===== config.mk =====
export PLATFORM = sky130hd
export DESIGN_NAME = imrot_cfg_regs
export DESIGN_NICKNAME = d
export VERILOG_FILES = /design/src/sv/imrot_pkg.sv /design/src/sv/imrot_cfg_regs.sv
export SDC_FILE = /design/constraint.sdc
export NUM_CORES = 1
export LEC_CHECK = 0
export ABC_AREA = 1
export BUFFER_PORTS_ARGS = -buffer_cell sky130_fd_sc_hd__clkbuf_2
export CAP_MARGIN = 20
export CELL_PAD_IN_SITES_DETAIL_PLACEMENT = 0
export CELL_PAD_IN_SITES_GLOBAL_PLACEMENT = 2
export CORE_AREA = 10 10 89 91
export DETAILED_ROUTE_END_ITERATION = 12
export DIE_AREA = 0 0 99 101
export PLACE_DENSITY_LB_ADDON = 0.12
export RECOVER_POWER = 100
export SYNTH_ARGS = -nofsm -noshare
export SYNTH_HDL_FRONTEND = slang
export SYNTH_SLANG_ARGS = --single-unit
export TNS_END_PERCENT = 5

===== constraint.sdc =====
create_clock -name clk_i -period 0.8 [get_ports clk_i]
set_input_delay 0.16 -clock clk_i [delete_from_list [all_inputs] [get_ports clk_i]]
set_output_delay 0.16 -clock clk_i [all_outputs]
set_load 0.005 [all_outputs]

===== src/sv/imrot_pkg.sv =====
package imrot_pkg;

  // Image geometry.
  localparam int IMAGE_WIDTH  = 160;
  localparam int IMAGE_HEIGHT = 128;
  localparam int STORE_DEPTH  = IMAGE_WIDTH * IMAGE_HEIGHT;

  localparam int COL_W  = $clog2(IMAGE_WIDTH);
  localparam int ROW_W  = $clog2(IMAGE_HEIGHT);
  localparam int ADDR_W = $clog2(STORE_DEPTH);

  // Rotation centre, halves rounded down.
  localparam int CX = IMAGE_WIDTH / 2;
  localparam int CY = IMAGE_HEIGHT / 2;

  // Arithmetic widths.
  localparam int PIX_W  = 16;
  localparam int COEF_W = 12;
  localparam int FRAC_W = 10;
  localparam int CRD_W  = ((COL_W > ROW_W) ? COL_W : ROW_W) + 1;
  localparam int PROD_W = CRD_W + COEF_W;
  localparam int SUM_W  = PROD_W + 1;
  localparam int SH_W   = SUM_W - FRAC_W;
  localparam int XF_W   = SH_W + 1;

  // Configuration port.
  localparam int CFG_IDX_W  = 2;
  localparam int CFG_DATA_W = 16;

  localparam logic signed [COEF_W-1:0] SINE_RESET   = COEF_W'(0);
  localparam logic signed [COEF_W-1:0] COSINE_RESET = COEF_W'(1024);
  localparam logic        [PIX_W-1:0]  FILL_RESET   = 16'hFFFF;

  // Output queue.
  localparam int OFIFO_DEPTH = 4;
  localparam int OFIFO_PTR_W = $clog2(OFIFO_DEPTH);
  localparam int OFIFO_CNT_W = $clog2(OFIFO_DEPTH + 1);

  typedef enum logic {
    ACT_LOAD   = 1'b0,
    ACT_OUTPUT = 1'b1
  } imrot_action_e;

  typedef enum logic [CFG_IDX_W-1:0] {
    REG_SINE   = 2'd0,
    REG_COSINE = 2'd1,
    REG_FILL   = 2'd2
  } imrot_reg_e;

  typedef struct packed {
    logic signed [COEF_W-1:0] sine;
    logic signed [COEF_W-1:0] cosine;
    logic        [PIX_W-1:0]  fill;
  } imrot_cfg_t;

  // One store access, issued by the mapper to the image store.
  typedef struct packed {
    logic              valid;
    logic              is_load;
    logic              in_image;
    logic              eof;
    logic [ADDR_W-1:0] addr;
    logic [PIX_W-1:0]  pixel;
  } imrot_acc_t;

  typedef struct packed {
    logic [PIX_W-1:0] pixel;
    logic             eof;
  } imrot_res_t;

endpackage


===== src/sv/imrot_cfg_regs.sv =====
module imrot_cfg_regs (
  input  logic                                clk_i,
  input  logic                                rst_ni,
  input  logic                                wr_en_i,
  input  logic [imrot_pkg::CFG_IDX_W-1:0]  wr_idx_i,
  input  logic [imrot_pkg::CFG_DATA_W-1:0] wr_data_i,
  output imrot_pkg::imrot_cfg_t               cfg_o
);

  imrot_pkg::imrot_cfg_t cfg_d, cfg_q;

  always_comb begin
    cfg_d = cfg_q;
    if (wr_en_i) begin
      case (imrot_pkg::imrot_reg_e'(wr_idx_i))
        imrot_pkg::REG_SINE: begin
          cfg_d.sine = wr_data_i[imrot_pkg::COEF_W-1:0];
        end
        imrot_pkg::REG_COSINE: begin
          cfg_d.cosine = wr_data_i[imrot_pkg::COEF_W-1:0];
        end
        imrot_pkg::REG_FILL: begin
          cfg_d.fill = wr_data_i[imrot_pkg::PIX_W-1:0];
        end
        default: begin
          // Writes to unused indexes are dropped.
          cfg_d = cfg_q;
        end
      endcase
    end
  end

  always_ff @(posedge clk_i or negedge rst_ni) begin
    if (!rst_ni) begin
      cfg_q.sine   <= imrot_pkg::SINE_RESET;
      cfg_q.cosine <= imrot_pkg::COSINE_RESET;
      cfg_q.fill   <= imrot_pkg::FILL_RESET;
    end else begin
      cfg_q <= cfg_d;
    end
  end

  assign cfg_o = cfg_q;

endmodule


==> flow_summary.yaml <==
critical_path:
  crit_family: "flip-flops"
  start_kind: "flip-flop"
  crit_buf_inv: 1
  path_class: "flip-flop to output port"
  slowest_stage: "dfstp_2"
  worstPathArrival_ns: 0.94
  critPathCaptureType: "output port"
  worstPathCellList: "buf_6"
  slowest_delay_ns: 0.55
  cp.required_ns: 0.64
  path_max_fanout: 2
power:
  combPwrFrac: 0.204
  internal-power_mw: 3.91
  p_leak_nw: 1.24
  p_switching_mw: 1.45
  clkPwrFrac: 0.302
  power_frac_seq: 0.494
  power_density_nw_per_um2: 2310
  netSwitchingFraction: 0.271
  irDropWorstVdd_v: 0.00115
timing:
  fin_crit_sh: 1.37
  finalHoldViolations: 0
  worstMarginPinSlew_ns: 0.373
  finalSetupTns_ns: -8.54
  slew_headroom: 0.752
  fmax_ghz: 0.913
  report.final.slew_viol_count: 0
  setup_viol: 40
  finalWorstSetupSlack_ns: -0.295
  skew_ns: 0
  rsz0062_at_grt: "yes"
  fin_crit_ns: 1.10
synth:
  synth_common_cells: "81 x nand2_1, 28 x nand4_1, 23 x dfrtp_1"
  ys_top_cells_by_area: "dfrtp_1 35%, dfstp_2 27%, nand2_1 18%"
  syn-num-nets: 201
  syn_area_per_cell_um2: 9.24
  async_flop_share: 1.00
  synth_seq_cells: 40
  ys.flop_type: "dfrtp_1"
  yosysMostFrequentCell: "nand2_1"
  yosysWarnings: 0
  synth_cell_types: 12
  synth.largest_area_cell: "dfrtp_1"
  yosysSeqAreaShare: 0.615
  yosys.area.top_type_share: 0.346
  synth_edf_count: 0
  synth_area_um2: 1660
  postSynthCellCount: 180
cts:
  clkTransAtPathRegs_ns: 0.07
  clockBufferDepth: 2
  clock_sinks: 40
  cts_root_buf: "clkbuf_8"
  insertion_delay_ns: 0.29
  htree_num_levels: 2
  cts_tree: "done"
  cts_made_buffers: 5
floorplanning:
  coreArea_um2: 6200
  rows: 29
  num_io_pins: 61
  start_util: 0.268
  dieArea_um2: 10000
  fp.dieH_um: 101
  die_w_um: 99
global_routing:
  grt_usage: 0.106
  grt_pass1_vias: 1601
  grt_pass1_wl_um: 8560
  grt_antenna_before_repair: 0
  grt_overflow: 0
  grt_max_degree: 41
finish:
  largest_register_ffs: 40
  design_area_um2: 2320
  final_nets: 274
  final_cells: 331
  diodes: 0
  drive_gt1_frac: 0.421
  syn_to_final_growth_pct: 39.6
place:
  pre_cts_ws_ns: -0.164
  placed_cells: 321
  post-dp-hpwl_um: 4180
  gp_congestion: 0.790
  port_buffers: 60
  placed_area_um2: 2150
detailed_routing:
  wl_um: 5360
  avgViaCountPerCell: 4.57
  ant_nets: 0
  vias: 1513
  firstDrtPassIters: 4
  drtIter0Drc: 58
  wl_per_cell_um: 16.2
  drc: 0
outcome:
  violations: "negative setup slack"
  status: "finished, violations left"
run:
  max_cap_violations: 0
worst_hold_path:
  hold_class: "input port to flip-flop"
[routing by layer]
metal | up-vias | GRT usage | share of wire
li1 | 745 | - | -
met1 | 718 | 0.133 | 0.46
met2 | 47 | 0.164 | 0.47
met3 | 3 | 0.0405 | 0.066
met4 | 0 | 0.0331 | 0.0067
met5 | - | 0 | 0
[through the flow]
| step | total power [mW] | utilization | hold slack (ns) |
|---|---|---|---|
| final | 5.36 | 0.374 | 0.0781 |
| after global routing | 5.73 | 0.374 | 0.0824 |
| after CTS | 5.36 | 0.365 | 0.0732 |
| after detailed placement | 3.71 | 0.346 | 0.153 |
| after global placement | 3.67 | 0.346 | 0.147 |
| after floorplan | 3.05 | - | -0.136 |
[cell type report]
| class | instances | area (um^2) |
|---|---|---|
| repair buffers | 80 | 519 |
| fillers | 676 | 3880 |
| multi-input cells | 124 | 568 |
| inverters | 2 | 7.51 |
| flip-flops and latches | 40 | 1020 |
| clock inverters | 2 | 35.0 |
| clock buffers | 6 | 72.6 |
| well taps | 77 | 96.3 |
[power groups by stage]
stage | clock [mW] | sequential (mW) | combinational, mW
floorplan | 0 | 2.67 | 0.378
global placement | 0 | 2.66 | 1.01
detailed placement | 0 | 2.67 | 1.03
CTS | 1.67 | 2.64 | 1.04
global route | 1.78 | 2.70 | 1.25
finish | 1.62 | 2.65 | 1.09
[cells by family (layout without fill, tap and decap cells)]
logic type / count (synthesis) / after routing / synth area share
flip-flops: 40 / 40 / 0.615
buffers and inverters: 16 / 90 / 0.0482
AND/OR/NAND/NOR: 124 / 124 / 0.337
[path summary, 6_finish.rpt]
path	startpoint	end	slack, ns	depth (start not counted)
max in group asynchronous	rst_ni	cfg_o[5]$_DFFE_PN1P_	0.07	3
hold / removal	wr_data_i[12]	cfg_o[12]$_DFFE_PN1P_	0.08	3
hold reg to reg	cfg_o[10]$_DFFE_PN1P_	cfg_o[10]$_DFFE_PN1P_	0.46	2
setup reg to reg	cfg_o[26]$_DFFE_PN1P_	cfg_o[26]$_DFFE_PN1P_	0.02	3
min in group asynchronous	rst_ni	cfg_o[32]$_DFFE_PN0P_	0.41	3
setup / recovery	cfg_o[1]$_DFFE_PN1P_	cfg_o[1]	-0.30	1
[layout by cell type, fill, tap and decap left out]
master / n
nand3_1: 12
bufinv_16: 1
dlygate4sd3_1: 1
inv_2: 1
nand3_2: 2
clkbuf_1: 1
clkbuf_2: 50
dfrtp_1: 23
buf_4: 18
nand2_2: 1
nor2_2: 1
nand4_1: 28
dfstp_1: 1
clkinv_2: 1
buf_6: 11
nand2_1: 80
inv_1: 1
clkbuf_8: 5
dfstp_2: 16
[timing repair]
action                                  in CTS  in global routing
hold buffers                                 1                  0
gates resized for setup                      0                 12
endpoints found under the setup margin      40                 40
setup buffers                                0                  1
endpoints found under the hold margin       23                  0
No activity file was read; power rests on OpenSTA's default activity.
