==> config.mk <==
export PLATFORM = sky130hd
export DESIGN_NAME = imrot_out_fifo
export DESIGN_NICKNAME = d
export VERILOG_FILES = /design/src/sv/imrot_pkg.sv /design/src/sv/imrot_out_fifo.sv
export SDC_FILE = /design/constraint.sdc
export NUM_CORES = 1
export LEC_CHECK = 0
export BUFFER_PORTS_ARGS = -buffer_cell sky130_fd_sc_hd__buf_2
export CAP_MARGIN = 20
export CORE_ASPECT_RATIO = 0.9
export CORE_MARGIN = 2
export CORE_UTILIZATION = 52
export CTS_CLUSTER_DIAMETER = 80
export DETAILED_ROUTE_END_ITERATION = 7
export GPL_ROUTABILITY_DRIVEN = 0
export PLACE_DENSITY = 0.73
export SLEW_MARGIN = 20
export SYNTH_ARGS = -nofsm -noshare
export SYNTH_HDL_FRONTEND = slang
export SYNTH_SLANG_ARGS = --single-unit
==> constraint.sdc <==
create_clock -name clk_i -period 2.5 [get_ports clk_i]
set_input_delay 0.25 -clock clk_i [delete_from_list [all_inputs] [get_ports clk_i]]
set_output_delay 0.25 -clock clk_i [all_outputs]
set_load 0.02 [all_outputs]
==> src/sv/imrot_pkg.sv <==
package imrot_pkg;

  // Image geometry.
  localparam int IMAGE_WIDTH  = 160;
  localparam int IMAGE_HEIGHT = 128;
  localparam int STORE_DEPTH  = IMAGE_WIDTH * IMAGE_HEIGHT;

  localparam int COL_W  = $clog2(IMAGE_WIDTH);
  localparam int ROW_W  = $clog2(IMAGE_HEIGHT);
  localparam int ADDR_W = $clog2(STORE_DEPTH);

  // Rotation centre, halves rounded down.
  localparam int CX = IMAGE_WIDTH / 2;
  localparam int CY = IMAGE_HEIGHT / 2;

  // Arithmetic widths.
  localparam int PIX_W  = 16;
  localparam int COEF_W = 12;
  localparam int FRAC_W = 10;
  localparam int CRD_W  = ((COL_W > ROW_W) ? COL_W : ROW_W) + 1;
  localparam int PROD_W = CRD_W + COEF_W;
  localparam int SUM_W  = PROD_W + 1;
  localparam int SH_W   = SUM_W - FRAC_W;
  localparam int XF_W   = SH_W + 1;

  // Configuration port.
  localparam int CFG_IDX_W  = 2;
  localparam int CFG_DATA_W = 16;

  localparam logic signed [COEF_W-1:0] SINE_RESET   = COEF_W'(0);
  localparam logic signed [COEF_W-1:0] COSINE_RESET = COEF_W'(1024);
  localparam logic        [PIX_W-1:0]  FILL_RESET   = 16'hFFFF;

  // Output queue.
  localparam int OFIFO_DEPTH = 4;
  localparam int OFIFO_PTR_W = $clog2(OFIFO_DEPTH);
  localparam int OFIFO_CNT_W = $clog2(OFIFO_DEPTH + 1);

  typedef enum logic {
    ACT_LOAD   = 1'b0,
    ACT_OUTPUT = 1'b1
  } imrot_action_e;

  typedef enum logic [CFG_IDX_W-1:0] {
    REG_SINE   = 2'd0,
    REG_COSINE = 2'd1,
    REG_FILL   = 2'd2
  } imrot_reg_e;

  typedef struct packed {
    logic signed [COEF_W-1:0] sine;
    logic signed [COEF_W-1:0] cosine;
    logic        [PIX_W-1:0]  fill;
  } imrot_cfg_t;

  // One store access, issued by the mapper to the image store.
  typedef struct packed {
    logic              valid;
    logic              is_load;
    logic              in_image;
    logic              eof;
    logic [ADDR_W-1:0] addr;
    logic [PIX_W-1:0]  pixel;
  } imrot_acc_t;

  typedef struct packed {
    logic [PIX_W-1:0] pixel;
    logic             eof;
  } imrot_res_t;

endpackage

==> src/sv/imrot_out_fifo.sv <==
module imrot_out_fifo (
  input  logic                  clk_i,
  input  logic                  rst_ni,
  input  logic                  req_accept_i,
  output logic                  room_o,
  input  logic                  push_i,
  input  imrot_pkg::imrot_res_t push_data_i,
  output logic                  valid_o,
  input  logic                  ready_i,
  output imrot_pkg::imrot_res_t data_o
);

  localparam int DEPTH = imrot_pkg::OFIFO_DEPTH;
  localparam int PTR_W = imrot_pkg::OFIFO_PTR_W;
  localparam int CNT_W = imrot_pkg::OFIFO_CNT_W;

  imrot_pkg::imrot_res_t buf_q [DEPTH];
  logic [PTR_W-1:0] wr_ptr_d, wr_ptr_q, rd_ptr_d, rd_ptr_q;
  logic [CNT_W-1:0] cnt_d, cnt_q, outst_d, outst_q;
  logic             pop;

  assign pop     = valid_o && ready_i;
  assign valid_o = cnt_q != '0;
  assign data_o  = buf_q[rd_ptr_q];
  // Requests in flight plus queued words never exceed the queue depth.
  assign room_o  = outst_q != CNT_W'(DEPTH);

  always_comb begin
    wr_ptr_d = push_i ? wr_ptr_q + PTR_W'(1) : wr_ptr_q;
    rd_ptr_d = pop ? rd_ptr_q + PTR_W'(1) : rd_ptr_q;
    cnt_d    = cnt_q + CNT_W'(push_i) - CNT_W'(pop);
    outst_d  = outst_q + CNT_W'(req_accept_i) - CNT_W'(pop);
  end

  always_ff @(posedge clk_i or negedge rst_ni) begin
    if (!rst_ni) begin
      wr_ptr_q <= '0;
      rd_ptr_q <= '0;
      cnt_q    <= '0;
      outst_q  <= '0;
    end else begin
      wr_ptr_q <= wr_ptr_d;
      rd_ptr_q <= rd_ptr_d;
      cnt_q    <= cnt_d;
      outst_q  <= outst_d;
    end
  end

  always_ff @(posedge clk_i) begin
    if (push_i) begin
      buf_q[wr_ptr_q] <= push_data_i;
    end
  end

`ifndef ASSERT_OFF
  a_no_overflow: assert property (@(posedge clk_i) disable iff (!rst_ni)
    push_i |-> cnt_q != CNT_W'(DEPTH))
    else $error("output queue written while full");

  a_queued_le_outstanding: assert property (@(posedge clk_i) disable iff (!rst_ni)
    cnt_q <= outst_q)
    else $error("more queued words than outstanding requests");
`endif

endmodule

==> metrics.log, run 1 <==
INFO  metric grt_pass1_wl = around 7800 um
INFO  metric insertedDiodeCount = 0
INFO  metric layout_worst_path_cycle_share = 0.844
INFO  metric clock_tree.buffer_depth = 2
INFO  metric finalNetCount = 221
INFO  metric seq_area_frac_synth = 0.751
INFO  metric synth_top_cell_area_share = 0.669
INFO  metric initial_core_util = 0.539
INFO  metric instances_no_fill = roughly 260
INFO  metric total_routing_usage_reported_by_global_routing = 0.165
INFO  metric synth_cell_types = 19
INFO  metric number_of_maximum_capacitance_violations = 0
INFO  metric timing.setup.tns = 0 ns
INFO  metric hpwl = 3200 um
INFO  metric leakagePower = around 1.3 nW
INFO  metric postRouteAntennaNets = 0
INFO  metric finalWirelength = approximately 4700 um
INFO  metric wire_per_inst = about 18 um
INFO  metric tritoncts = built
INFO  metric syn-mean-instance-area = around 22 sq um
INFO  metric status = finished clean
INFO  metric unrepaired_setup_endpoints_after_global_routing = no
INFO  metric final-hold-violation-count = 0
INFO  metric final_common_cell = sky130_fd_sc_hd__edfxtp_1
INFO  metric setup_crit_end_kind = primary output
INFO  metric cts_root_buffer = sky130_fd_sc_hd__clkbuf_8
INFO  metric finalCriticalPeriod = ~2.1 ns
INFO  metric grt-ovfl-total = 0
INFO  metric numPortBuffers = 40
INFO  metric die_x = 84.8 um
INFO  metric cp_data_required_time = 2.25 ns
INFO  metric cts_num_sinks = 78
INFO  metric coreArea = between 0.005 and 0.006 sq mm
INFO  metric avgViaCountPerCell = about 5.4
INFO  metric netlist.top_cell.by_area = sky130_fd_sc_hd__edfxtp_1
INFO  metric post-route-worst-setup-slack = slightly below 0.4 ns
INFO  metric clock_latency = 0.34 ns
INFO  metric postSynthNetCount = 168
INFO  metric dieArea = 0.00650 sq mm
INFO  metric timing.max_slew.rel_slack = 0.466
INFO  metric synthesis.yosys.warnings = 0
INFO  metric cellPowerDensity = roughly 1200 mW/mm^2
INFO  metric most-common-layout-cells = 68 x sky130_fd_sc_hd__edfxtp_1, 40 x sky130_fd_sc_hd__buf_2, 11 x sky130_fd_sc_hd__clkbuf_8
INFO  metric vdd_drop_max = around 0.55 mV
INFO  metric syn-instance-count = around 140
INFO  metric synth.cell_area = between 0.003 and 0.004 sq mm
INFO  metric vias = between 1,000 and 1,500
INFO  metric place.detailed.instances = approximately 250
INFO  metric max_clock_freq = roughly 470 MHz
INFO  metric critical_path.max_fanout = 17
INFO  metric grt_max_degree = 19
INFO  metric die_y = between 70 and 80 um
INFO  metric first_iter_violations = between 90 and 100
INFO  metric cts_buffers = 9
INFO  metric tightest_slew = between 0.8 and 0.9 ns
INFO  metric pin_count = 41
INFO  metric setup-violations-final = 0
INFO  metric post-route-drc-count = 0
INFO  metric worstPathArrival = roughly 1.9 ns
INFO  metric yosys_register_bits = 78
INFO  metric detailedRoute.firstPassIterationCount = 4
INFO  metric netlist_top_cells_area = sky130_fd_sc_hd__edfxtp_1 67%, sky130_fd_sc_hd__dfrtp_1 8.2%, sky130_fd_sc_hd__mux4_1 7.7%
INFO  metric path_class = register to primary output
INFO  metric clk_transition_reported_paths = around 0.070 ns
INFO  metric worstHoldPathType = input port to register
INFO  metric share_of_final_layout_standard_cells_stronger_than_drive_strength_1 = 0.345
INFO  metric fin_worst_skew = 0.00542 ns
INFO  metric rows = 26
INFO  metric htree_num_levels = 3
INFO  metric setup.worst_path.start_class = register
INFO  metric finalMaxSlewViolations = 0
INFO  metric post-place-ws = approximately 0.44 ns
INFO  metric antenna_found_initial = 0
INFO  metric design_power_total = roughly 4 mW
INFO  metric first_global_vias = between 1,500 and 2,000
INFO  metric flow.area_growth_from_synthesis = 15.4%
[cells in the mapped netlist]
cell,n
sky130_fd_sc_hd__and2_1,4
sky130_fd_sc_hd__buf_12,1
sky130_fd_sc_hd__buf_2,2
sky130_fd_sc_hd__buf_6,1
sky130_fd_sc_hd__dfrtp_1,10
sky130_fd_sc_hd__edfxtp_1,68
sky130_fd_sc_hd__fa_1,2
sky130_fd_sc_hd__ha_1,8
sky130_fd_sc_hd__inv_1,10
sky130_fd_sc_hd__mux4_1,9
sky130_fd_sc_hd__mux4_2,8
sky130_fd_sc_hd__nand2_1,1
sky130_fd_sc_hd__nand3_1,1
sky130_fd_sc_hd__o21ai_0,1
sky130_fd_sc_hd__o311ai_0,1
sky130_fd_sc_hd__o31a_1,1
sky130_fd_sc_hd__or3_1,1
sky130_fd_sc_hd__xnor2_1,4
sky130_fd_sc_hd__xor2_1,3
[cells by family (layout without fill, tap and decap cells)]
family	count (synthesis)	after routing	share of synthesized area
flops	78	78	0.751
mux	17	17	0.137
buf+inv	14	72	0.0258
fa+ha+maj	10	10	0.0459
xor+xnor	7	7	0.0201
simple gates	7	7	0.0131
compound gates	3	3	0.00738
[area by class of cell]
| cell class | count | area [sq um] |
|---|---|---|
| clock inverters | 4 | 21.3 |
| repair buffers | 46 | 248 |
| fillers | 395 | 2140 |
| clock buffers | 12 | 155 |
| multi-input cells | 44 | 681 |
| well taps | 70 | 87.6 |
| inverters | 10 | 37.5 |
| flip-flops and latches | 78 | 2290 |
[through the flow]
step,cell area [sq um],hold slack [ns],util
2_1_floorplan,3050,-0.0456,-
6_report,3520,0.125,0.622
3_3_place_gp,3340,0.114,0.589
3_5_place_dp,3340,0.124,0.589
5_1_grt,3520,0.107,0.622
4_1_cts,3520,0.111,0.622
[where the power goes]
part / internal, mW / leakage (nW) / switching [mW]
logic: 0.595 / 0.496 / 0.731
clock network: 0.408 / 0.0898 / 0.419
registers: 1.74 / 0.742 / 0.164
total: 2.74 / 1.33 / 1.31
[per-layer routing]
metal,global-route usage,share of wire,vias up
li1,-,-,651
met1,0.200,0.42,721
met2,0.271,0.51,33
met3,0.0646,0.055,8
met4,0.0619,0.015,0
met5,0,0,-
[flip-flops by register name (all words and copies together), names as in the netlist]
register,flops
rd_ptr_q,2
buf_q,68
cnt_q,3
outst_q,3
wr_ptr_q,2
[worst paths after layout]
check                      cells after the start                       to                     from  slack [ns]
setup reg to reg                               7     outst_q[2]$_DFF_PN0_       cnt_q[2]$_DFF_PN0_        0.44
min in group asynchronous                      2  wr_ptr_q[1]$_DFFE_PN0P_                   rst_ni        0.29
hold reg to reg                                1  rd_ptr_q[0]$_DFFE_PN0P_  rd_ptr_q[0]$_DFFE_PN0P_        0.52
hold / removal                                 1   buf_q[2][16]$_DFFE_PP_          push_data_i[16]        0.13
setup / recovery                               3               data_o[16]  rd_ptr_q[0]$_DFFE_PN0P_        0.39
max in group asynchronous                      2     outst_q[1]$_DFF_PN0_                   rst_ni        2.02
[worst max-delay path, cell delays in order, from the launching register on]
cell and delay [ns]:
sky130_fd_sc_hd__dfrtp_1 0.40, sky130_fd_sc_hd__buf_4 0.32, sky130_fd_sc_hd__mux4_1 0.61, sky130_fd_sc_hd__buf_2 0.18
[what timing repair did]
item                                   CTS  global route
hold buffers                             1             0
resized for setup                        0             0
endpoints found under the hold margin   10             0
setup buffers                            0             0
Note: power is estimated with default switching activity, not from simulation.
==> run 2: changes to the inputs <==
--- a/config.mk
+++ b/config.mk
@@ -9,11 +9,11 @@
 export CAP_MARGIN = 20
 export CORE_ASPECT_RATIO = 0.9
 export CORE_MARGIN = 2
-export CORE_UTILIZATION = 52
+export CORE_UTILIZATION = 51
 export CTS_CLUSTER_DIAMETER = 80
 export DETAILED_ROUTE_END_ITERATION = 7
 export GPL_ROUTABILITY_DRIVEN = 0
-export PLACE_DENSITY = 0.73
+export PLACE_DENSITY = 0.75
 export SLEW_MARGIN = 20
 export SYNTH_ARGS = -nofsm -noshare
 export SYNTH_HDL_FRONTEND = slang
==> constraint.sdc (replaced) <==
create_clock -name clk_i -period 1.7 [get_ports clk_i]
set_input_delay 0.17 -clock clk_i [delete_from_list [all_inputs] [get_ports clk_i]]
set_output_delay 0.17 -clock clk_i [all_outputs]
set_load 0.02 [all_outputs]
==> metrics.log, run 2 (synthesis gave the netlist of run 1 again) <==
INFO  metric clock_tree.buffer_depth = 2
INFO  metric cts_buffers = 9
INFO  metric worstPathArrival = around 2.2 ns
INFO  metric coreArea = 0.00573 sq mm
INFO  metric post-route-drc-count = 0
INFO  metric number_of_maximum_capacitance_violations = 0
INFO  metric cts_root_buffer = sky130_fd_sc_hd__clkbuf_8
INFO  metric setup_crit_end_kind = register
INFO  metric die_y = between 70 and 80 um
INFO  metric timing.max_slew.rel_slack = 0.735
INFO  metric pin_count = 41
INFO  metric worstHoldPathType = input port to register
INFO  metric clock_latency = 0.33 ns
INFO  metric top_register = buf_q
INFO  metric first_global_vias = 1,587
INFO  metric setup-violations-final = 21
INFO  metric critical_path.max_fanout = 3
INFO  metric status = finished, violations left
INFO  metric most-common-layout-cells = 68 x sky130_fd_sc_hd__edfxtp_1, 23 x sky130_fd_sc_hd__buf_2, 17 x sky130_fd_sc_hd__mux4_2, 17 x sky130_fd_sc_hd__buf_6, 10 x sky130_fd_sc_hd__inv_1
INFO  metric post-route-worst-setup-slack = -0.245 ns
INFO  metric initial_core_util = 0.533
INFO  metric finalMaxSlewViolations = 0
INFO  metric wire_per_inst = 18.0 um
INFO  metric final-seq-area = 0.00229 sq mm
INFO  metric max_clock_freq = between 500 and 600 MHz
INFO  metric insertedDiodeCount = 0
INFO  metric grt_pass1_wl = roughly 8000 um
INFO  metric largest_reg_flops = 68
INFO  metric design_power_total = 6.77 mW
INFO  metric multi_input_area = between 600 and 700 sq um
INFO  metric cellPowerDensity = ~1800 mW/mm^2
INFO  metric cp_data_required_time = 1.92 ns
INFO  metric total_routing_usage_reported_by_global_routing = 0.168
INFO  metric die_x = between 80 and 90 um
INFO  metric layout_worst_path_cycle_share = 1.14
INFO  metric grt_max_degree = 18
INFO  metric dieArea = around 0.0066 sq mm
INFO  metric finalWirelength = 4890 um
INFO  metric rrSetupSlack = -0.24 ns
INFO  metric fillerInstances = around 400
INFO  metric largest_registers = buf_q: 68 flops, cnt_q: 3 flops, outst_q: 3 flops
INFO  metric htree_num_levels = 3
INFO  metric grt-ovfl-total = 0
INFO  metric clk_transition_reported_paths = 0.07 ns
INFO  metric tritoncts = built
INFO  metric violations = setup timing
INFO  metric avgViaCountPerCell = between 5 and 6
INFO  metric flow.area_growth_from_synthesis = 22.9%
INFO  metric fin_util = 0.655
INFO  metric tightest_slew = 0.392 ns
INFO  metric leakagePower = 1.39 nW
INFO  metric finalCriticalPeriod = about 1.9 ns
INFO  metric final_cell_area = approximately 0.0038 sq mm
INFO  metric hold-worst-slack = 0.0502 ns
INFO  metric postRouteAntennaNets = 0
INFO  metric antenna_found_initial = 0
INFO  metric finalNetCount = 230
INFO  metric setup.worst_path.start_class = register
INFO  metric cts_num_sinks = just under 80
INFO  metric fin_worst_skew = just under 0.007 ns
INFO  metric detailedRoute.firstPassIterationCount = 4
INFO  metric final_common_cell = sky130_fd_sc_hd__edfxtp_1
INFO  metric post_dp_cell_area = approximately 0.0034 sq mm
INFO  metric first_iter_violations = just over 70
INFO  metric hpwl = around 3300 um
INFO  metric rows = 26
INFO  metric path_class = register to register
INFO  metric vdd_drop_max = 1.05 mV
INFO  metric final-hold-violation-count = 0
INFO  metric vias = 1,426
INFO  metric numPortBuffers = 40
INFO  metric unrepaired_setup_endpoints_after_global_routing = yes
INFO  metric share_of_final_layout_standard_cells_stronger_than_drive_strength_1 = 0.450
==> run 2: changes by cell type in the layout (fill, tap and decap cells not counted), sizes merged <==
cell,previous run,this run
clkbuf,12,10
bufinv,0,1
buf,45,54
==> run 2: area by class of cell <==
| type | instances | area share |
|---|---|---|
| repair buffers | 55 | 0.128 |
| clock buffers | 10 | 0.0340 |
| well taps | 70 | 0.0233 |
| flip-flops and latches | 78 | 0.611 |
| multi-input cells | 44 | 0.179 |
| clock inverters | 5 | 0.0137 |
| inverters | 10 | 0.0100 |
==> run 2: timing repair <==
item                       4_1_cts  5_1_grt
hold endpoints to repair        10        0
gates resized for setup         33       22
setup buffers                    3        1
pin swaps                        1        1
hold buffers                     1        0
gates cloned                     1        0
setup endpoints to repair       21       21
==> run 2: final timing paths <==
| kind | start | endpoint | depth (start not counted) |
|---|---|---|---|
| min in group asynchronous | rst_ni | rd_ptr_q[0]$_DFFE_PN0P_ | 2 |
| worst max-delay path | cnt_q[1]$_DFF_PN0_ | outst_q[2]$_DFF_PN0_ | 7 |
| worst max register to register | cnt_q[1]$_DFF_PN0_ | outst_q[2]$_DFF_PN0_ | 7 |
| worst min register to register | rd_ptr_q[1]$_DFFE_PN0P_ | rd_ptr_q[1]$_DFFE_PN0P_ | 1 |
| max in group asynchronous | rst_ni | rd_ptr_q[0]$_DFFE_PN0P_ | 2 |
| worst min-delay path | push_data_i[16] | buf_q[2][16]$_DFFE_PP_ | 1 |
==> run 2: worst max-delay path, cell delays in order, from the launching register on <==
cell                      delay [ns]
sky130_fd_sc_hd__dfrtp_1        0.38
sky130_fd_sc_hd__o31a_1         0.33
sky130_fd_sc_hd__ha_1           0.29
sky130_fd_sc_hd__inv_1          0.04
sky130_fd_sc_hd__ha_2           0.17
sky130_fd_sc_hd__fa_2           0.35
sky130_fd_sc_hd__xnor2_2        0.15
sky130_fd_sc_hd__xnor2_1        0.13
==> run 2: routing by layer <==
layer  GRT usage  routed length [um]
met1       0.204                2020
met2       0.284                2620
met3      0.0660                 237
met4      0.0429                  17
met5           0                   0
==> run 2: metrics by stage <==
step | worst slack, ns | std cells | TNS, ns
6_report | -0.245 | 272 | -1.44
5_1_grt | -0.319 | 272 | -2.82
4_1_cts | -0.248 | 274 | -3.14
3_5_place_dp | -0.242 | 254 | -0.584
3_3_place_gp | -0.172 | 254 | -0.395
2_1_floorplan | -0.211 | 136 | -0.538
==> run 2: power by group <==
part | internal [mW] | total (mW) | switching, mW | leakage, nW
Sequential | 2.56 | 2.72 | 0.165 | 0.741
Clock | 0.660 | 1.25 | 0.588 | 0.0896
Combinational | 1.46 | 2.80 | 1.33 | 0.558
==> run 3: changes to the inputs <==
==> constraint.sdc (replaced) <==
create_clock -name clk_i -period 1.7 [get_ports clk_i]
set_input_delay 0.34 -clock clk_i [delete_from_list [all_inputs] [get_ports clk_i]]
set_output_delay 0.34 -clock clk_i [all_outputs]
set_load 0.005 [all_outputs]
==> metrics.log, run 3 (synthesis gave the netlist of run 1 again) <==
INFO  metric setup.worst_path.start_class = register
INFO  metric flow.area_growth_from_synthesis = 21.0%
INFO  metric setup-violations-final = 22
INFO  metric vdd_drop_max = ~1.0 mV
INFO  metric detailedRoute.firstPassIterationCount = 5
INFO  metric tritoncts = built
INFO  metric first_iter_violations = 94
INFO  metric finalCriticalPeriod = approximately 2 ns
INFO  metric clock_tree.buffer_depth = 2
INFO  metric final_cell_area = 0.00369 sq mm
INFO  metric finalWirelength = ~5000 um
INFO  metric timing.max_slew.rel_slack = 0.665
INFO  metric largest_registers = buf_q: 68 flops, cnt_q: 3 flops, outst_q: 3 flops
INFO  metric finalMaxSlewViolations = 0
INFO  metric die_x = roughly 86 um
INFO  metric hpwl = 3380 um
INFO  metric timing.critical_path.from = cnt_q[2]$_DFF_PN0_
INFO  metric layout_worst_path_cycle_share = 1.14
INFO  metric cts_root_buffer = sky130_fd_sc_hd__clkbuf_8
INFO  metric postRouteAntennaNets = 0
INFO  metric initial_core_util = 0.533
INFO  metric avgViaCountPerCell = around 5.4
INFO  metric grt_pass1_wl = slightly below 8000 um
INFO  metric total_routing_usage_reported_by_global_routing = 0.165
INFO  metric final_common_cell = sky130_fd_sc_hd__edfxtp_1
INFO  metric number_of_maximum_capacitance_violations = 0
INFO  metric wire_per_inst = between 15 and 20 um
INFO  metric critical_path.max_fanout = 3
INFO  metric vias = ~1,500
INFO  metric setup_crit_end_kind = register
INFO  metric cts_buffers = 9
INFO  metric leakagePower = 1.37 nW
INFO  metric post-place-ws = -0.230 ns
INFO  metric max_clock_freq = just over 500 MHz
INFO  metric unrepaired_setup_endpoints_after_global_routing = yes
INFO  metric most-common-layout-cells = 68 x sky130_fd_sc_hd__edfxtp_1, 40 x sky130_fd_sc_hd__buf_2, 17 x sky130_fd_sc_hd__mux4_2
INFO  metric cp_data_required_time = slightly below 2 ns
INFO  metric grt-ovfl-total = 0
INFO  metric tightest_slew = 0.496 ns
INFO  metric dieArea = ~0.0066 sq mm
INFO  metric final-hold-violation-count = 0
INFO  metric fillerInstances = about 400
INFO  metric rows = 26
INFO  metric clk_transition_reported_paths = 0.08 ns
INFO  metric coreArea = approximately 0.0057 sq mm
INFO  metric regToRegStartpoint = cnt_q[2]$_DFF_PN0_
INFO  metric violations = setup timing
INFO  metric timing.setup.tns = -4.21 ns
INFO  metric cellPowerDensity = 1710 mW/mm^2
INFO  metric cts_num_sinks = between 70 and 80
INFO  metric path_class = register to register
INFO  metric grt_max_degree = 18
INFO  metric status = finished, violations left
INFO  metric post-route-drc-count = 0
INFO  metric htree_num_levels = 3
INFO  metric share_of_final_layout_standard_cells_stronger_than_drive_strength_1 = 0.448
INFO  metric die_y = 77.4 um
INFO  metric clock_latency = around 0.34 ns
INFO  metric largest_reg_flops = approximately 70
INFO  metric first_global_vias = 1,535
INFO  metric numPortBuffers = 40
INFO  metric finalNetCount = 230
INFO  metric worstHoldPathType = input port to register
INFO  metric worstPathArrival = about 2.2 ns
INFO  metric antenna_found_initial = 0
INFO  metric fin_worst_skew = roughly 0.0063 ns
INFO  metric beginning_of_the_worst_hold_path = push_data_i[8]
INFO  metric post-route-worst-setup-slack = -0.246 ns
INFO  metric pin_count = 41
INFO  metric post_dp_cell_area = approximately 0.0035 sq mm
INFO  metric insertedDiodeCount = 0
INFO  metric top_register = buf_q
-- run 3: stage by stage --
step	hold WS, ns	cells	utilization	power [mW]
floorplan	0.0444	136	-	3.94
global placement	0.207	255	0.606	4.65
detailed placement	0.216	255	0.606	4.80
CTS	0.198	273	0.644	6.37
global route	0.192	273	0.645	6.67
finish	0.209	273	0.645	6.31
-- run 3: per-layer routing --
| metal | vias up | wire length, um | global-route usage |
|---|---|---|---|
| met5 | - | 0 | 0 |
| met4 | 0 | 58 | 0.0429 |
| met3 | 6 | 255 | 0.0713 |
| met2 | 32 | 2580 | 0.266 |
| met1 | 761 | 2060 | 0.206 |
| li1 | 668 | - | - |
-- run 3: power by group --
part	switching, mW	leakage [nW]	internal (mW)
clock network	0.625	0.104	0.824
registers	0.170	0.741	2.56
logic	0.953	0.528	1.18
-- run 3: path summary, 6_finish.rpt --
| path | cells past startpoint | slack [ns] | endpoint |
|---|---|---|---|
| worst min-delay path | 1 | 0.21 | buf_q[3][8]$_DFFE_PP_ |
| min in group asynchronous | 2 | 0.38 | cnt_q[1]$_DFF_PN0_ |
| worst max register to register | 7 | -0.25 | outst_q[2]$_DFF_PN0_ |
| worst min register to register | 1 | 0.53 | rd_ptr_q[1]$_DFFE_PN0P_ |
| worst max-delay path | 7 | -0.25 | outst_q[2]$_DFF_PN0_ |
| max in group asynchronous | 2 | 1.11 | rd_ptr_q[0]$_DFFE_PN0P_ |
-- run 3: critical path: stages, from the launching register on --
cell                      delay [ns]
sky130_fd_sc_hd__dfrtp_1        0.40
sky130_fd_sc_hd__o31a_1         0.32
sky130_fd_sc_hd__ha_1           0.28
sky130_fd_sc_hd__inv_1          0.04
sky130_fd_sc_hd__ha_2           0.16
sky130_fd_sc_hd__fa_2           0.35
sky130_fd_sc_hd__xnor2_2        0.15
sky130_fd_sc_hd__xnor2_1        0.12
-- run 3: layout make-up --
| cell class | instances | area [sq um] | share of cell area |
|---|---|---|---|
| Sequential cell | 78 | 2290 | 0.621 |
| Multi-Input combinational cell | 44 | 664 | 0.180 |
| Timing Repair Buffer | 55 | 397 | 0.107 |
| Clock buffer | 10 | 128 | 0.0346 |
| Tap cell | 70 | 87.6 | 0.0237 |
| Clock inverter | 6 | 85.1 | 0.0230 |
| Inverter | 10 | 37.5 | 0.0102 |
-- run 3: what timing repair did --
action | CTS | global route
gates cloned | 0 | 0
hold buffers | 1 | 0
gates resized for setup | 14 | 2
pin swaps | 2 | 2
setup endpoints to repair | 22 | 22
hold endpoints to repair | 10 | 0
setup buffers | 2 | 1
