$ cat config.mk
export PLATFORM = sky130hd
export DESIGN_NAME = imrot_mapper
export DESIGN_NICKNAME = d
export VERILOG_FILES = /design/src/sv/imrot_pkg.sv /design/src/sv/imrot_mapper.sv
export SDC_FILE = /design/constraint.sdc
export NUM_CORES = 1
export LEC_CHECK = 0
export CAP_MARGIN = 20
export CORE_AREA = 2 2 187 189
export DETAILED_ROUTE_END_ITERATION = 12
export DIE_AREA = 0 0 189 191
export DONT_BUFFER_PORTS = 1
export PLACE_DENSITY = 0.83
export SLEW_MARGIN = 20
export SYNTH_ARGS = -nofsm -noshare
export SYNTH_HDL_FRONTEND = slang
export SYNTH_SLANG_ARGS = --single-unit
$ cat constraint.sdc
create_clock -name clk_i -period 13.64 [get_ports clk_i]
set_input_delay 1.364 -clock clk_i [delete_from_list [all_inputs] [get_ports clk_i]]
set_output_delay 1.364 -clock clk_i [all_outputs]
set_load 0.005 [all_outputs]
$ cat src/sv/imrot_pkg.sv
package imrot_pkg;

  // Image geometry.
  localparam int IMAGE_WIDTH  = 160;
  localparam int IMAGE_HEIGHT = 128;
  localparam int STORE_DEPTH  = IMAGE_WIDTH * IMAGE_HEIGHT;

  localparam int COL_W  = $clog2(IMAGE_WIDTH);
  localparam int ROW_W  = $clog2(IMAGE_HEIGHT);
  localparam int ADDR_W = $clog2(STORE_DEPTH);

  // Rotation centre, halves rounded down.
  localparam int CX = IMAGE_WIDTH / 2;
  localparam int CY = IMAGE_HEIGHT / 2;

  // Arithmetic widths.
  localparam int PIX_W  = 16;
  localparam int COEF_W = 12;
  localparam int FRAC_W = 10;
  localparam int CRD_W  = ((COL_W > ROW_W) ? COL_W : ROW_W) + 1;
  localparam int PROD_W = CRD_W + COEF_W;
  localparam int SUM_W  = PROD_W + 1;
  localparam int SH_W   = SUM_W - FRAC_W;
  localparam int XF_W   = SH_W + 1;

  // Configuration port.
  localparam int CFG_IDX_W  = 2;
  localparam int CFG_DATA_W = 16;

  localparam logic signed [COEF_W-1:0] SINE_RESET   = COEF_W'(0);
  localparam logic signed [COEF_W-1:0] COSINE_RESET = COEF_W'(1024);
  localparam logic        [PIX_W-1:0]  FILL_RESET   = 16'hFFFF;

  // Output queue.
  localparam int OFIFO_DEPTH = 4;
  localparam int OFIFO_PTR_W = $clog2(OFIFO_DEPTH);
  localparam int OFIFO_CNT_W = $clog2(OFIFO_DEPTH + 1);

  typedef enum logic {
    ACT_LOAD   = 1'b0,
    ACT_OUTPUT = 1'b1
  } imrot_action_e;

  typedef enum logic [CFG_IDX_W-1:0] {
    REG_SINE   = 2'd0,
    REG_COSINE = 2'd1,
    REG_FILL   = 2'd2
  } imrot_reg_e;

  typedef struct packed {
    logic signed [COEF_W-1:0] sine;
    logic signed [COEF_W-1:0] cosine;
    logic        [PIX_W-1:0]  fill;
  } imrot_cfg_t;

  // One store access, issued by the mapper to the image store.
  typedef struct packed {
    logic              valid;
    logic              is_load;
    logic              in_image;
    logic              eof;
    logic [ADDR_W-1:0] addr;
    logic [PIX_W-1:0]  pixel;
  } imrot_acc_t;

  typedef struct packed {
    logic [PIX_W-1:0] pixel;
    logic             eof;
  } imrot_res_t;

endpackage

$ cat src/sv/imrot_mapper.sv
module imrot_mapper (
  input  logic                           clk_i,
  input  logic                           rst_ni,
  input  logic                           accept_i,
  input  logic                           action_i,
  input  logic [imrot_pkg::PIX_W-1:0]    pixel_i,
  input  imrot_pkg::imrot_cfg_t          cfg_i,
  output imrot_pkg::imrot_acc_t          acc_o
);

  localparam int COL_W  = imrot_pkg::COL_W;
  localparam int ROW_W  = imrot_pkg::ROW_W;
  localparam int ADDR_W = imrot_pkg::ADDR_W;
  localparam int CRD_W  = imrot_pkg::CRD_W;
  localparam int PROD_W = imrot_pkg::PROD_W;
  localparam int SUM_W  = imrot_pkg::SUM_W;
  localparam int SH_W   = imrot_pkg::SH_W;
  localparam int XF_W   = imrot_pkg::XF_W;
  localparam int FRAC_W = imrot_pkg::FRAC_W;

  localparam logic [COL_W-1:0]  COL_LAST  = COL_W'(imrot_pkg::IMAGE_WIDTH - 1);
  localparam logic [ROW_W-1:0]  ROW_LAST  = ROW_W'(imrot_pkg::IMAGE_HEIGHT - 1);
  localparam logic [ADDR_W-1:0] LOAD_LAST = ADDR_W'(imrot_pkg::STORE_DEPTH - 1);
  localparam logic signed [XF_W-1:0] CX_S = XF_W'(imrot_pkg::CX);
  localparam logic signed [XF_W-1:0] CY_S = XF_W'(imrot_pkg::CY);
  localparam logic signed [XF_W-1:0] W_S  = XF_W'(imrot_pkg::IMAGE_WIDTH);
  localparam logic signed [XF_W-1:0] H_S  = XF_W'(imrot_pkg::IMAGE_HEIGHT);

  logic [COL_W-1:0]  col_d, col_q;
  logic [ROW_W-1:0]  row_d, row_q;
  logic [ADDR_W-1:0] lpos_d, lpos_q;
  logic              is_req, is_load;

  logic signed [CRD_W-1:0]  xm, ym;
  logic signed [PROD_W-1:0] p_xc, p_ys, p_xs, p_yc;

  // Stage one: products.
  logic                     s1_valid_q, s1_load_q, s1_eof_q;
  logic [imrot_pkg::PIX_W-1:0] s1_pixel_q;
  logic [ADDR_W-1:0]        s1_laddr_q;
  logic signed [PROD_W-1:0] s1_xc_q, s1_ys_q, s1_xs_q, s1_yc_q;

  // Stage two: source coordinate and address.
  logic signed [SUM_W-1:0] sx, sy;
  logic signed [SH_W-1:0]  xs, ys;
  logic signed [XF_W-1:0]  xf, yf;
  logic                    in_image;
  logic [ADDR_W-1:0]       raddr;
  imrot_pkg::imrot_acc_t   acc_d, acc_q;

  assign is_req  = accept_i && (action_i == imrot_pkg::ACT_OUTPUT);
  assign is_load = accept_i && (action_i == imrot_pkg::ACT_LOAD);

  always_comb begin
    col_d  = col_q;
    row_d  = row_q;
    lpos_d = lpos_q;
    if (is_req) begin
      if (col_q == COL_LAST) begin
        col_d = '0;
        row_d = (row_q == ROW_LAST) ? '0 : row_q + ROW_W'(1);
      end else begin
        col_d = col_q + COL_W'(1);
      end
    end
    if (is_load) begin
      lpos_d = (lpos_q == LOAD_LAST) ? '0 : lpos_q + ADDR_W'(1);
    end
  end

  // Offsets from the centre; the subtraction wraps into the signed result.
  assign xm = CRD_W'(col_q) - CRD_W'(imrot_pkg::CX);
  assign ym = CRD_W'(row_q) - CRD_W'(imrot_pkg::CY);

  assign p_xc = PROD_W'(xm) * PROD_W'(cfg_i.cosine);
  assign p_ys = PROD_W'(ym) * PROD_W'(cfg_i.sine);
  assign p_xs = PROD_W'(xm) * PROD_W'(cfg_i.sine);
  assign p_yc = PROD_W'(ym) * PROD_W'(cfg_i.cosine);

  always_ff @(posedge clk_i or negedge rst_ni) begin
    if (!rst_ni) begin
      col_q      <= '0;
      row_q      <= '0;
      lpos_q     <= '0;
      s1_valid_q <= 1'b0;
      acc_q      <= '0;
    end else begin
      col_q      <= col_d;
      row_q      <= row_d;
      lpos_q     <= lpos_d;
      s1_valid_q <= accept_i;
      acc_q      <= acc_d;
    end
  end

  always_ff @(posedge clk_i) begin
    s1_load_q  <= is_load;
    s1_eof_q   <= is_req && (col_q == COL_LAST) && (row_q == ROW_LAST);
    s1_pixel_q <= pixel_i;
    s1_laddr_q <= lpos_q;
    s1_xc_q    <= p_xc;
    s1_ys_q    <= p_ys;
    s1_xs_q    <= p_xs;
    s1_yc_q    <= p_yc;
  end

  // The shift right of the exact sum is a floor division by 1024.
  assign sx = SUM_W'(s1_xc_q) - SUM_W'(s1_ys_q);
  assign sy = SUM_W'(s1_xs_q) + SUM_W'(s1_yc_q);
  assign xs = sx[SUM_W-1:FRAC_W];
  assign ys = sy[SUM_W-1:FRAC_W];
  assign xf = XF_W'(xs) + CX_S;
  assign yf = XF_W'(ys) + CY_S;

  // Column and row zero count as outside.
  assign in_image = (xf > 0) && (xf < W_S) && (yf > 0) && (yf < H_S);
  assign raddr    = ADDR_W'(yf[ROW_W-1:0]) * ADDR_W'(imrot_pkg::IMAGE_WIDTH)
                  + ADDR_W'(xf[COL_W-1:0]);

  always_comb begin
    acc_d.valid    = s1_valid_q;
    acc_d.is_load  = s1_load_q;
    acc_d.in_image = in_image && !s1_load_q;
    acc_d.eof      = s1_eof_q;
    acc_d.addr     = s1_load_q ? s1_laddr_q : raddr;
    acc_d.pixel    = s1_pixel_q;
  end

  assign acc_o = acc_q;

`ifndef ASSERT_OFF
  // A read address must fall within the image.
  a_read_in_range: assert property (@(posedge clk_i) disable iff (!rst_ni)
    acc_q.valid && acc_q.in_image |-> 32'(acc_q.addr) < imrot_pkg::STORE_DEPTH)
    else $error("rotated read address beyond image store");

  // Frame end is only ever raised for an output request.
  a_eof_on_request: assert property (@(posedge clk_i) disable iff (!rst_ni)
    s1_valid_q && s1_eof_q |-> !s1_load_q)
    else $error("frame end flagged on a load word");
`endif

endmodule

==> impl_metrics.sql, run 1 <==
INSERT INTO impl_metrics (metric_group, metric, value, unit) VALUES
('synthesis', 'syn-num-nets', '2923', ''),
('drt', 'drtIter0Drc', '788', ''),
('timing', 'unrepaired_setup_endpoints_after_global_routing', 'no', ''),
('drt', 'drt-wirelength-per-cell', '17.3', 'µm'),
('critical_path', 'critPathKind', 'reg -> reg', ''),
('timing', 'slew_headroom', '24.3', '%'),
('synthesis', 'post_syn_area_per_cell', '9.52', 'µm²'),
('critical_path', 'worst_setup_path_end_kind', 'flop', ''),
('clock_tree', 'post_cts.repair.setup_buffers', '0', ''),
('timing', 'max_freq', '136', 'MHz'),
('timing', 'fin_crit', '7.35', 'ns'),
('synthesis', 'async_flop_share', '36.5', '%'),
('timing', 'setup_viol_count_final', '0', ''),
('timing', 'hold_slack', '0.326', 'ns'),
('placement', 'placement.io_buffers', '0', ''),
('global_routing', 'global_route.overflow_total', '0', ''),
('clock_tree', 'insertion_delay', '0.46', 'ns'),
('die', 'fp.coreArea', '34100', 'µm²'),
('drt', 'postRouteAntennaNets', '0', ''),
('placement', 'placedInstanceArea', '22200', 'µm²'),
('clock_tree', 'cts-root-buf', 'sky130_fd_sc_hd__clkbuf_16', ''),
('drt', 'drt_first_pass_iters', '5', ''),
('critical_path', 'setup.worst_path.start_class', 'flop', ''),
('finish', 'layout_cell_area_excl_fill', '22800', 'µm²'),
('die', 'row_count', '68', ''),
('synthesis', 'synth-seq-cells', '181', ''),
('run_status', 'run_status', 'complete, no violations', ''),
('hold_path', 'min_path_type', 'reg -> reg', ''),
('critical_path', 'timing.reg2reg.worst_path_depth', '23', ''),
('finish', 'area_growth_syn_to_layout', '4.43', '%'),
('synthesis', 'dominantRegCellSynth', 'sky130_fd_sc_hd__dfxtp_1', ''),
('placement', 'detailed_place_hpwl', '36600', 'µm'),
('timing', 'hold_violations', '0', ''),
('critical_path', 'worst_r2r_startpoint', 'col_q[4]', ''),
('drt', 'drcViolationCount', '0', ''),
('critical_path', 'worstReg2RegEnd', 's1_xs_q[19]', ''),
('clock_tree', 'cts_tree', 'done', ''),
('clock_tree', 'clk_path_buf_depth', '2', ''),
('die', 'die_h', '191', 'µm'),
('global_routing', 'groute.usage.overall', '28.4', '%'),
('clock_tree', 'clk_pin_slew', '0.08', 'ns'),
('die', 'die_area', '36100', 'µm²'),
('global_routing', 'grt_first_pass_wirelength', '82000', 'µm'),
('die', 'boundaryPins', '95', ''),
('synthesis', 'number_of_enable_type_register_cells_in_the_synthesized_netlist', '0', ''),
('critical_path', 'crit_required', '14.03', 'ns'),
('finish', 'layout-drive-gt1-share', '4.59', '%'),
('hold_path', 'hold_path.startpoint', 's1_pixel_q[2]', ''),
('drt', 'routed-via-count', '15315', ''),
('drt', 'via_density_per_instance', '5.63', ''),
('die', 'dieWidth', '189', 'µm'),
('timing', 'final_max_slew_viol_count', '0', ''),
('global_routing', 'grt_pass1_vias', '17289', ''),
('hold_path', 'worst_hold_path.num_cells', '0', ''),
('synthesis', 'synth.yosys.warnings', '0', ''),
('global_routing', 'grt_start_max_net_pins', '67', ''),
('critical_path', 'cp_max_fo', '24', ''),
('clock_tree', 'cts_resized', '0', ''),
('clock_tree', 'depth_of_the_cts_h_tree', '4', ''),
('global_routing', 'initial_antenna_violation_count', '0', ''),
('timing', 'finalSetupTns', '0', 'ns'),
('critical_path', 'ff2ff_setup_slack', '6.29', 'ns'),
('synthesis', 'post_synth_instance_area', '21900', 'µm²'),
('placement', 'place_congestion', '0.878', ''),
('job', 'max_cap_violations', '0', ''),
('timing', 'share_of_the_clock_period_used_by_the_worst_path_after_layout', '53.9', '%'),
('finish', 'finalNetCount', '2880', ''),
('timing', 'worstMarginPinSlew', '1.13', 'ns'),
('synthesis', 'netlist.area_leader.share', '31.5', '%'),
('hold_path', 'hold_path_end', 'acc_o[2]', ''),
('synthesis', 'sequential_to_total_area_share_from_yosys_stat', '18.1', '%'),
('die', 'floorplan.initialDensity', '64.1', '%'),
('synthesis', 'yosysUniqueCellTypes', '81', ''),
('clock_tree', 'cts-buffers-inserted', '17', ''),
('timing', 'fin_worst_skew', '0.0135', 'ns'),
('critical_path', 'arrival', '7.74', 'ns'),
('drt', 'drt-total-wl', '47000', 'µm'),
('synthesis', 'synthTopCellsByArea', 'sky130_fd_sc_hd__fa_1 32%, sky130_fd_sc_hd__ha_1 13%, sky130_fd_sc_hd__dfxtp_1 11%', ''),
('synthesis', 'yosysTopAreaCell', 'sky130_fd_sc_hd__fa_1', ''),
('synthesis', 'syn_inst', '2296', ''),
('finish', 'diodes', '0', ''),
('clock_tree', 'numClockSinks', '181', ''),
('clock_tree', 'cts.hold.buffers_added', '0', '');
==> per-stage QoR <==
step	std cells	utilization, %	setup slack [ns]
3_5_place_dp	2689	65.2	6.44
5_1_grt	2721	66.9	5.92
6_report	2721	66.9	6.29
2_1_floorplan	2296	-	7.37
3_3_place_gp	2689	65.2	6.48
4_1_cts	2721	66.9	6.37
==> state kept, by name, summed over array words and instances, names as in the netlist <==
signal      count
s1_ys_q        20
s1_valid_q      1
s1_xc_q        21
row_q           7
s1_eof_q        1
col_q           8
acc_o          35
s1_pixel_q     16
s1_load_q       1
s1_yc_q        20
lpos_q         15
s1_xs_q        21
s1_laddr_q     15
==> logic make-up (layout without fill, tap and decap cells) <==
| logic type | after synthesis | in the layout | synth area share [%] |
|---|---|---|---|
| AOI/OAI and AO/OA | 214 | 214 | 6.81 |
| xor gates and xnor gates | 134 | 134 | 5.47 |
| adders and majority gates | 567 | 567 | 44.3 |
| buffers and inverters | 537 | 507 | 9.24 |
| DFF | 181 | 181 | 18.1 |
| muxes | 13 | 13 | 0.653 |
| and+or+nand+nor | 650 | 650 | 15.5 |
==> metal layers <==
| metal | track usage [%] | up-vias | share of wire [%] |
|---|---|---|---|
| met5 | 0 | - | 0 |
| met1 | 33.2 | 7738 | 39 |
| li1 | - | 6961 | - |
| met2 | 52.0 | 493 | 51 |
| met4 | 11.4 | 0 | 3.6 |
| met3 | 4.52 | 123 | 6.2 |
==> how the worst max path moves through the flow <==
stage,from,to,cells past startpoint,slack [ns]
2_1_floorplan,cfg_i[34],s1_xs_q[19],22,7.37
3_3_place_gp,col_q[4],s1_xs_q[19],23,6.48
3_5_place_dp,col_q[4],s1_xs_q[19],23,6.44
4_1_cts,col_q[4],s1_xs_q[19],23,6.37
5_1_grt,col_q[4],s1_xs_q[19],23,5.92
6_report,col_q[4],s1_xs_q[19],23,6.29
==> cell usage after synthesis (4+ instances only) <==
cell                          n
sky130_fd_sc_hd__or3_1        5
sky130_fd_sc_hd__nor4_1       4
sky130_fd_sc_hd__o21ai_1      5
sky130_fd_sc_hd__nand2b_1    15
sky130_fd_sc_hd__mux2i_1      5
sky130_fd_sc_hd__a31oi_1      4
sky130_fd_sc_hd__and3_1      12
sky130_fd_sc_hd__o21bai_1    15
sky130_fd_sc_hd__a21o_1      21
sky130_fd_sc_hd__mux2_2       6
sky130_fd_sc_hd__and2_1     194
sky130_fd_sc_hd__nor2b_1     47
sky130_fd_sc_hd__nand3b_1     4
sky130_fd_sc_hd__o21a_1       7
sky130_fd_sc_hd__o211ai_1     5
sky130_fd_sc_hd__inv_1      459
sky130_fd_sc_hd__a211oi_1    11
sky130_fd_sc_hd__nand2_1    186
sky130_fd_sc_hd__fa_1       344
sky130_fd_sc_hd__or2_2       26
sky130_fd_sc_hd__o21ai_0     45
sky130_fd_sc_hd__nand4_1     11
sky130_fd_sc_hd__nor3_1      17
sky130_fd_sc_hd__xor2_1      29
sky130_fd_sc_hd__xnor2_1    103
sky130_fd_sc_hd__dfrtp_1     66
sky130_fd_sc_hd__nand3_1     28
sky130_fd_sc_hd__a21oi_1     52
sky130_fd_sc_hd__ha_1       223
sky130_fd_sc_hd__clkbuf_1    73
sky130_fd_sc_hd__o2111ai_1    5
sky130_fd_sc_hd__nor2_1      85
sky130_fd_sc_hd__dfxtp_1    115
==> critical path: stages, from the launching register on <==
cell and delay [ns]:
sky130_fd_sc_hd__dfrtp_1 0.33, sky130_fd_sc_hd__buf_4 0.32, sky130_fd_sc_hd__clkinv_1 0.48, sky130_fd_sc_hd__ha_1 1.14, sky130_fd_sc_hd__nor2b_1 0.16, sky130_fd_sc_hd__fa_1 0.49, sky130_fd_sc_hd__fa_1 0.55, sky130_fd_sc_hd__inv_1 0.06
sky130_fd_sc_hd__fa_1 0.47, sky130_fd_sc_hd__inv_1 0.05, sky130_fd_sc_hd__fa_1 0.54, sky130_fd_sc_hd__inv_1 0.06, sky130_fd_sc_hd__fa_1 0.52, sky130_fd_sc_hd__inv_1 0.04, sky130_fd_sc_hd__ha_1 0.33, sky130_fd_sc_hd__a21oi_1 0.25
sky130_fd_sc_hd__o21bai_1 0.10, sky130_fd_sc_hd__a21oi_1 0.29, sky130_fd_sc_hd__o21bai_1 0.10, sky130_fd_sc_hd__a21oi_1 0.27, sky130_fd_sc_hd__o211ai_1 0.16, sky130_fd_sc_hd__a31o_2 0.25, sky130_fd_sc_hd__a21oi_1 0.17, sky130_fd_sc_hd__xnor2_1 0.13
==> layout by cell type, fill, tap and decap left out, types with 5 or more instances in the layout <==
cell type / Yosys / routed
sky130_fd_sc_hd__or3_1: 5 / 5
sky130_fd_sc_hd__buf_4: 1 / 14
sky130_fd_sc_hd__or2_2: 26 / 26
sky130_fd_sc_hd__o2111ai_1: 5 / 5
sky130_fd_sc_hd__a21oi_1: 52 / 52
sky130_fd_sc_hd__o21ai_0: 45 / 45
sky130_fd_sc_hd__nand4_1: 11 / 11
sky130_fd_sc_hd__nor2b_1: 47 / 47
sky130_fd_sc_hd__a21o_1: 21 / 21
sky130_fd_sc_hd__inv_1: 459 / 459
sky130_fd_sc_hd__and3_1: 12 / 12
sky130_fd_sc_hd__xnor2_1: 103 / 103
sky130_fd_sc_hd__xor2_1: 29 / 29
sky130_fd_sc_hd__mux2i_1: 5 / 5
sky130_fd_sc_hd__nor2_1: 85 / 85
sky130_fd_sc_hd__fa_1: 344 / 344
sky130_fd_sc_hd__ha_1: 223 / 223
sky130_fd_sc_hd__nor3_1: 17 / 17
sky130_fd_sc_hd__clkbuf_16: 0 / 17
sky130_fd_sc_hd__o21a_1: 7 / 7
sky130_fd_sc_hd__nand2b_1: 15 / 15
sky130_fd_sc_hd__o21bai_1: 15 / 15
sky130_fd_sc_hd__nand3_1: 28 / 28
sky130_fd_sc_hd__o21ai_1: 5 / 5
sky130_fd_sc_hd__o211ai_1: 5 / 5
sky130_fd_sc_hd__nand2_1: 186 / 186
sky130_fd_sc_hd__dfxtp_1: 115 / 115
sky130_fd_sc_hd__and2_1: 194 / 194
sky130_fd_sc_hd__dfrtp_1: 66 / 66
sky130_fd_sc_hd__mux2_2: 6 / 6
sky130_fd_sc_hd__a211oi_1: 11 / 11
==> final cells by class <==
class / count / area, µm²
Tap cell: 455 / 569
Multi-Input combinational cell: 1578 / 15900
Inverter: 461 / 1730
Clock inverter: 14 / 143
Clock buffer: 18 / 439
Sequential cell: 181 / 3950
Timing Repair Buffer: 14 / 105
Fill cell: 2516 / 11300
Power of run 1 is not shown: default switching activity piles up to over one toggle a cycle in this logic, so the estimate is an artifact.
==> run 2, diff against run 1 <==
- clock period: 13.64 -> 7.33 ns (I/O delays scaled with it)
==> impl_metrics.sql, run 2 (synthesis gave the netlist of run 1 again) <==
INSERT INTO impl_metrics (metric_group, metric, value, unit) VALUES
('finish', 'largest_reg_flops', '35', ''),
('hold_path', 'min_path_type', 'in -> async', ''),
('run_status', 'run_status', 'complete, no violations', ''),
('clock_tree', 'cts_tree', 'done', ''),
('timing', 'fin_crit', '6.66', 'ns'),
('drt', 'postRouteAntennaNets', '0', ''),
('global_routing', 'grt_first_pass_wirelength', '83200', 'µm'),
('die', 'die_h', '191', 'µm'),
('clock_tree', 'clk_path_buf_depth', '2', ''),
('timing', 'share_of_the_clock_period_used_by_the_worst_path_after_layout', '90.8', '%'),
('placement', 'placement.io_buffers', '0', ''),
('clock_tree', 'post_cts.repair.setup_buffers', '0', ''),
('timing', 'max_freq', '150', 'MHz'),
('die', 'fp.coreArea', '34100', 'µm²'),
('critical_path', 'worst_r2r_startpoint', 'col_q[4]', ''),
('critical_path', 'setup.worst_path.start_class', 'flop', ''),
('clock_tree', 'insertion_delay', '0.46', 'ns'),
('global_routing', 'global_route.overflow_total', '0', ''),
('placement', 'place_congestion', '0.887', ''),
('finish', 'utilization', '67.0', '%'),
('drt', 'drt-total-wl', '48600', 'µm'),
('critical_path', 'cp_max_fo', '14', ''),
('finish', 'finalNetCount', '2876', ''),
('timing', 'worstMarginPinSlew', '1.14', 'ns'),
('timing', 'fin_worst_skew', '0.0190', 'ns'),
('clock_tree', 'numClockSinks', '181', ''),
('timing', 'unrepaired_setup_endpoints_after_global_routing', 'no', ''),
('drt', 'drcViolationCount', '0', ''),
('die', 'boundaryPins', '95', ''),
('drt', 'routed-via-count', '15440', ''),
('drt', 'drt_first_pass_iters', '5', ''),
('global_routing', 'grt_start_max_net_pins', '67', ''),
('die', 'row_count', '68', ''),
('finish', 'diodes', '0', ''),
('critical_path', 'timing.reg2reg.worst_path_depth', '23', ''),
('finish', 'area_growth_syn_to_layout', '4.62', '%'),
('finish', 'layout_commonest_cell', 'sky130_fd_sc_hd__inv_1', ''),
('drt', 'drt-wirelength-per-cell', '17.9', 'µm'),
('clock_tree', 'cts-buffers-inserted', '17', ''),
('clock_tree', 'cts-root-buf', 'sky130_fd_sc_hd__clkbuf_16', ''),
('timing', 'setup_viol_count_final', '0', ''),
('drt', 'via_density_per_instance', '5.68', ''),
('critical_path', 'worstReg2RegEnd', 's1_xc_q[19]', ''),
('critical_path', 'ff2ff_setup_slack', '0.67', 'ns'),
('die', 'floorplan.initialDensity', '64.1', '%'),
('global_routing', 'groute.usage.overall', '29.1', '%'),
('finish', 'fillCellCount', '2497', ''),
('die', 'die_area', '36100', 'µm²'),
('global_routing', 'grt_pass1_vias', '17332', ''),
('drt', 'drtIter0Drc', '869', ''),
('critical_path', 'worst_setup_path_end_kind', 'flop', ''),
('critical_path', 'critPathKind', 'reg -> reg', ''),
('timing', 'final_max_slew_viol_count', '0', ''),
('clock_tree', 'clk_pin_slew', '0.08', 'ns'),
('timing', 'hold_violations', '0', ''),
('timing', 'finalSetupTns', '0', 'ns'),
('job', 'max_cap_violations', '0', ''),
('critical_path', 'crit_required', '7.73', 'ns'),
('global_routing', 'initial_antenna_violation_count', '1', ''),
('die', 'dieWidth', '189', 'µm'),
('placement', 'detailed_place_hpwl', '36900', 'µm'),
('clock_tree', 'depth_of_the_cts_h_tree', '4', ''),
('finish', 'final_cell_mix', '459 x sky130_fd_sc_hd__inv_1, 344 x sky130_fd_sc_hd__fa_1, 223 x sky130_fd_sc_hd__ha_1', ''),
('finish', 'layout-drive-gt1-share', '4.47', '%'),
('timing', 'slew_headroom', '24.1', '%'),
('critical_path', 'arrival', '7.05', 'ns');
## run 2: per-layer routing
| metal | vias to the layer above | global-route usage, % | part of all wire [%] |
|---|---|---|---|
| li1 | 6947 | - | - |
| met1 | 7722 | 33.9 | 38 |
| met2 | 601 | 51.7 | 50 |
| met3 | 170 | 4.77 | 6.8 |
| met4 | 0 | 15.2 | 4.8 |
| met5 | - | 0 | 0 |
## run 2: area by class of cell
cell class	instances	area (µm²)	share of cell area, %
Clock buffer	22	529	2.31
Clock inverter	10	103	0.449
Inverter	461	1730	7.57
Multi-Input combinational cell	1578	15900	69.5
Sequential cell	181	3960	17.3
Tap cell	455	569	2.49
Timing Repair Buffer	10	95.1	0.416
## run 2: worst max-delay path, stage by stage, from the launching register on
cell and delay [ns]:
sky130_fd_sc_hd__dfrtp_1 0.37, sky130_fd_sc_hd__clkinv_1 0.33, sky130_fd_sc_hd__ha_1 0.70, sky130_fd_sc_hd__buf_4 0.32, sky130_fd_sc_hd__nor2b_1 0.09, sky130_fd_sc_hd__fa_1 0.40, sky130_fd_sc_hd__fa_1 0.53, sky130_fd_sc_hd__inv_1 0.07
sky130_fd_sc_hd__fa_1 0.52, sky130_fd_sc_hd__inv_1 0.05, sky130_fd_sc_hd__fa_1 0.49, sky130_fd_sc_hd__inv_1 0.06, sky130_fd_sc_hd__fa_1 0.50, sky130_fd_sc_hd__inv_1 0.04, sky130_fd_sc_hd__ha_1 0.31, sky130_fd_sc_hd__a21oi_1 0.29
sky130_fd_sc_hd__o21bai_1 0.10, sky130_fd_sc_hd__a21oi_1 0.25, sky130_fd_sc_hd__o21bai_1 0.11, sky130_fd_sc_hd__a21oi_1 0.31, sky130_fd_sc_hd__o211ai_1 0.20, sky130_fd_sc_hd__a31o_2 0.26, sky130_fd_sc_hd__a21oi_1 0.17, sky130_fd_sc_hd__xnor2_1 0.13
## run 2: metrics by stage
stage / worst slack (ns) / instance area [µm²] / std cells / hold WS (ns)
final: 0.672 / 22900 / 2717 / 0.156
after global routing: 0.362 / 22900 / 2717 / 0.186
after CTS: 0.706 / 22900 / 2717 / 0.160
after detailed placement: 0.783 / 22200 / 2684 / 0.321
after global placement: 0.852 / 22200 / 2684 / 0.320
after floorplan: 1.06 / 21900 / 2296 / 0.316
## run 2: worst max path at each step
stage,start,end,slack (ns),depth (start not counted)
after floorplan,col_q[4],s1_xs_q[19],1.06,24
after global placement,col_q[4],s1_xc_q[19],0.85,22
after detailed placement,col_q[4],s1_xc_q[19],0.78,22
after CTS,col_q[4],s1_xc_q[19],0.71,22
after global routing,col_q[4],s1_xc_q[19],0.36,23
final,col_q[4],s1_xc_q[19],0.67,23
## run 2: repair_timing
action	CTS	global route
gates resized for setup	0	0
setup endpoints to repair	0	0
hold buffers	1	0
endpoints found under the hold margin	66	0
Power of run 2 is left out for the same reason.
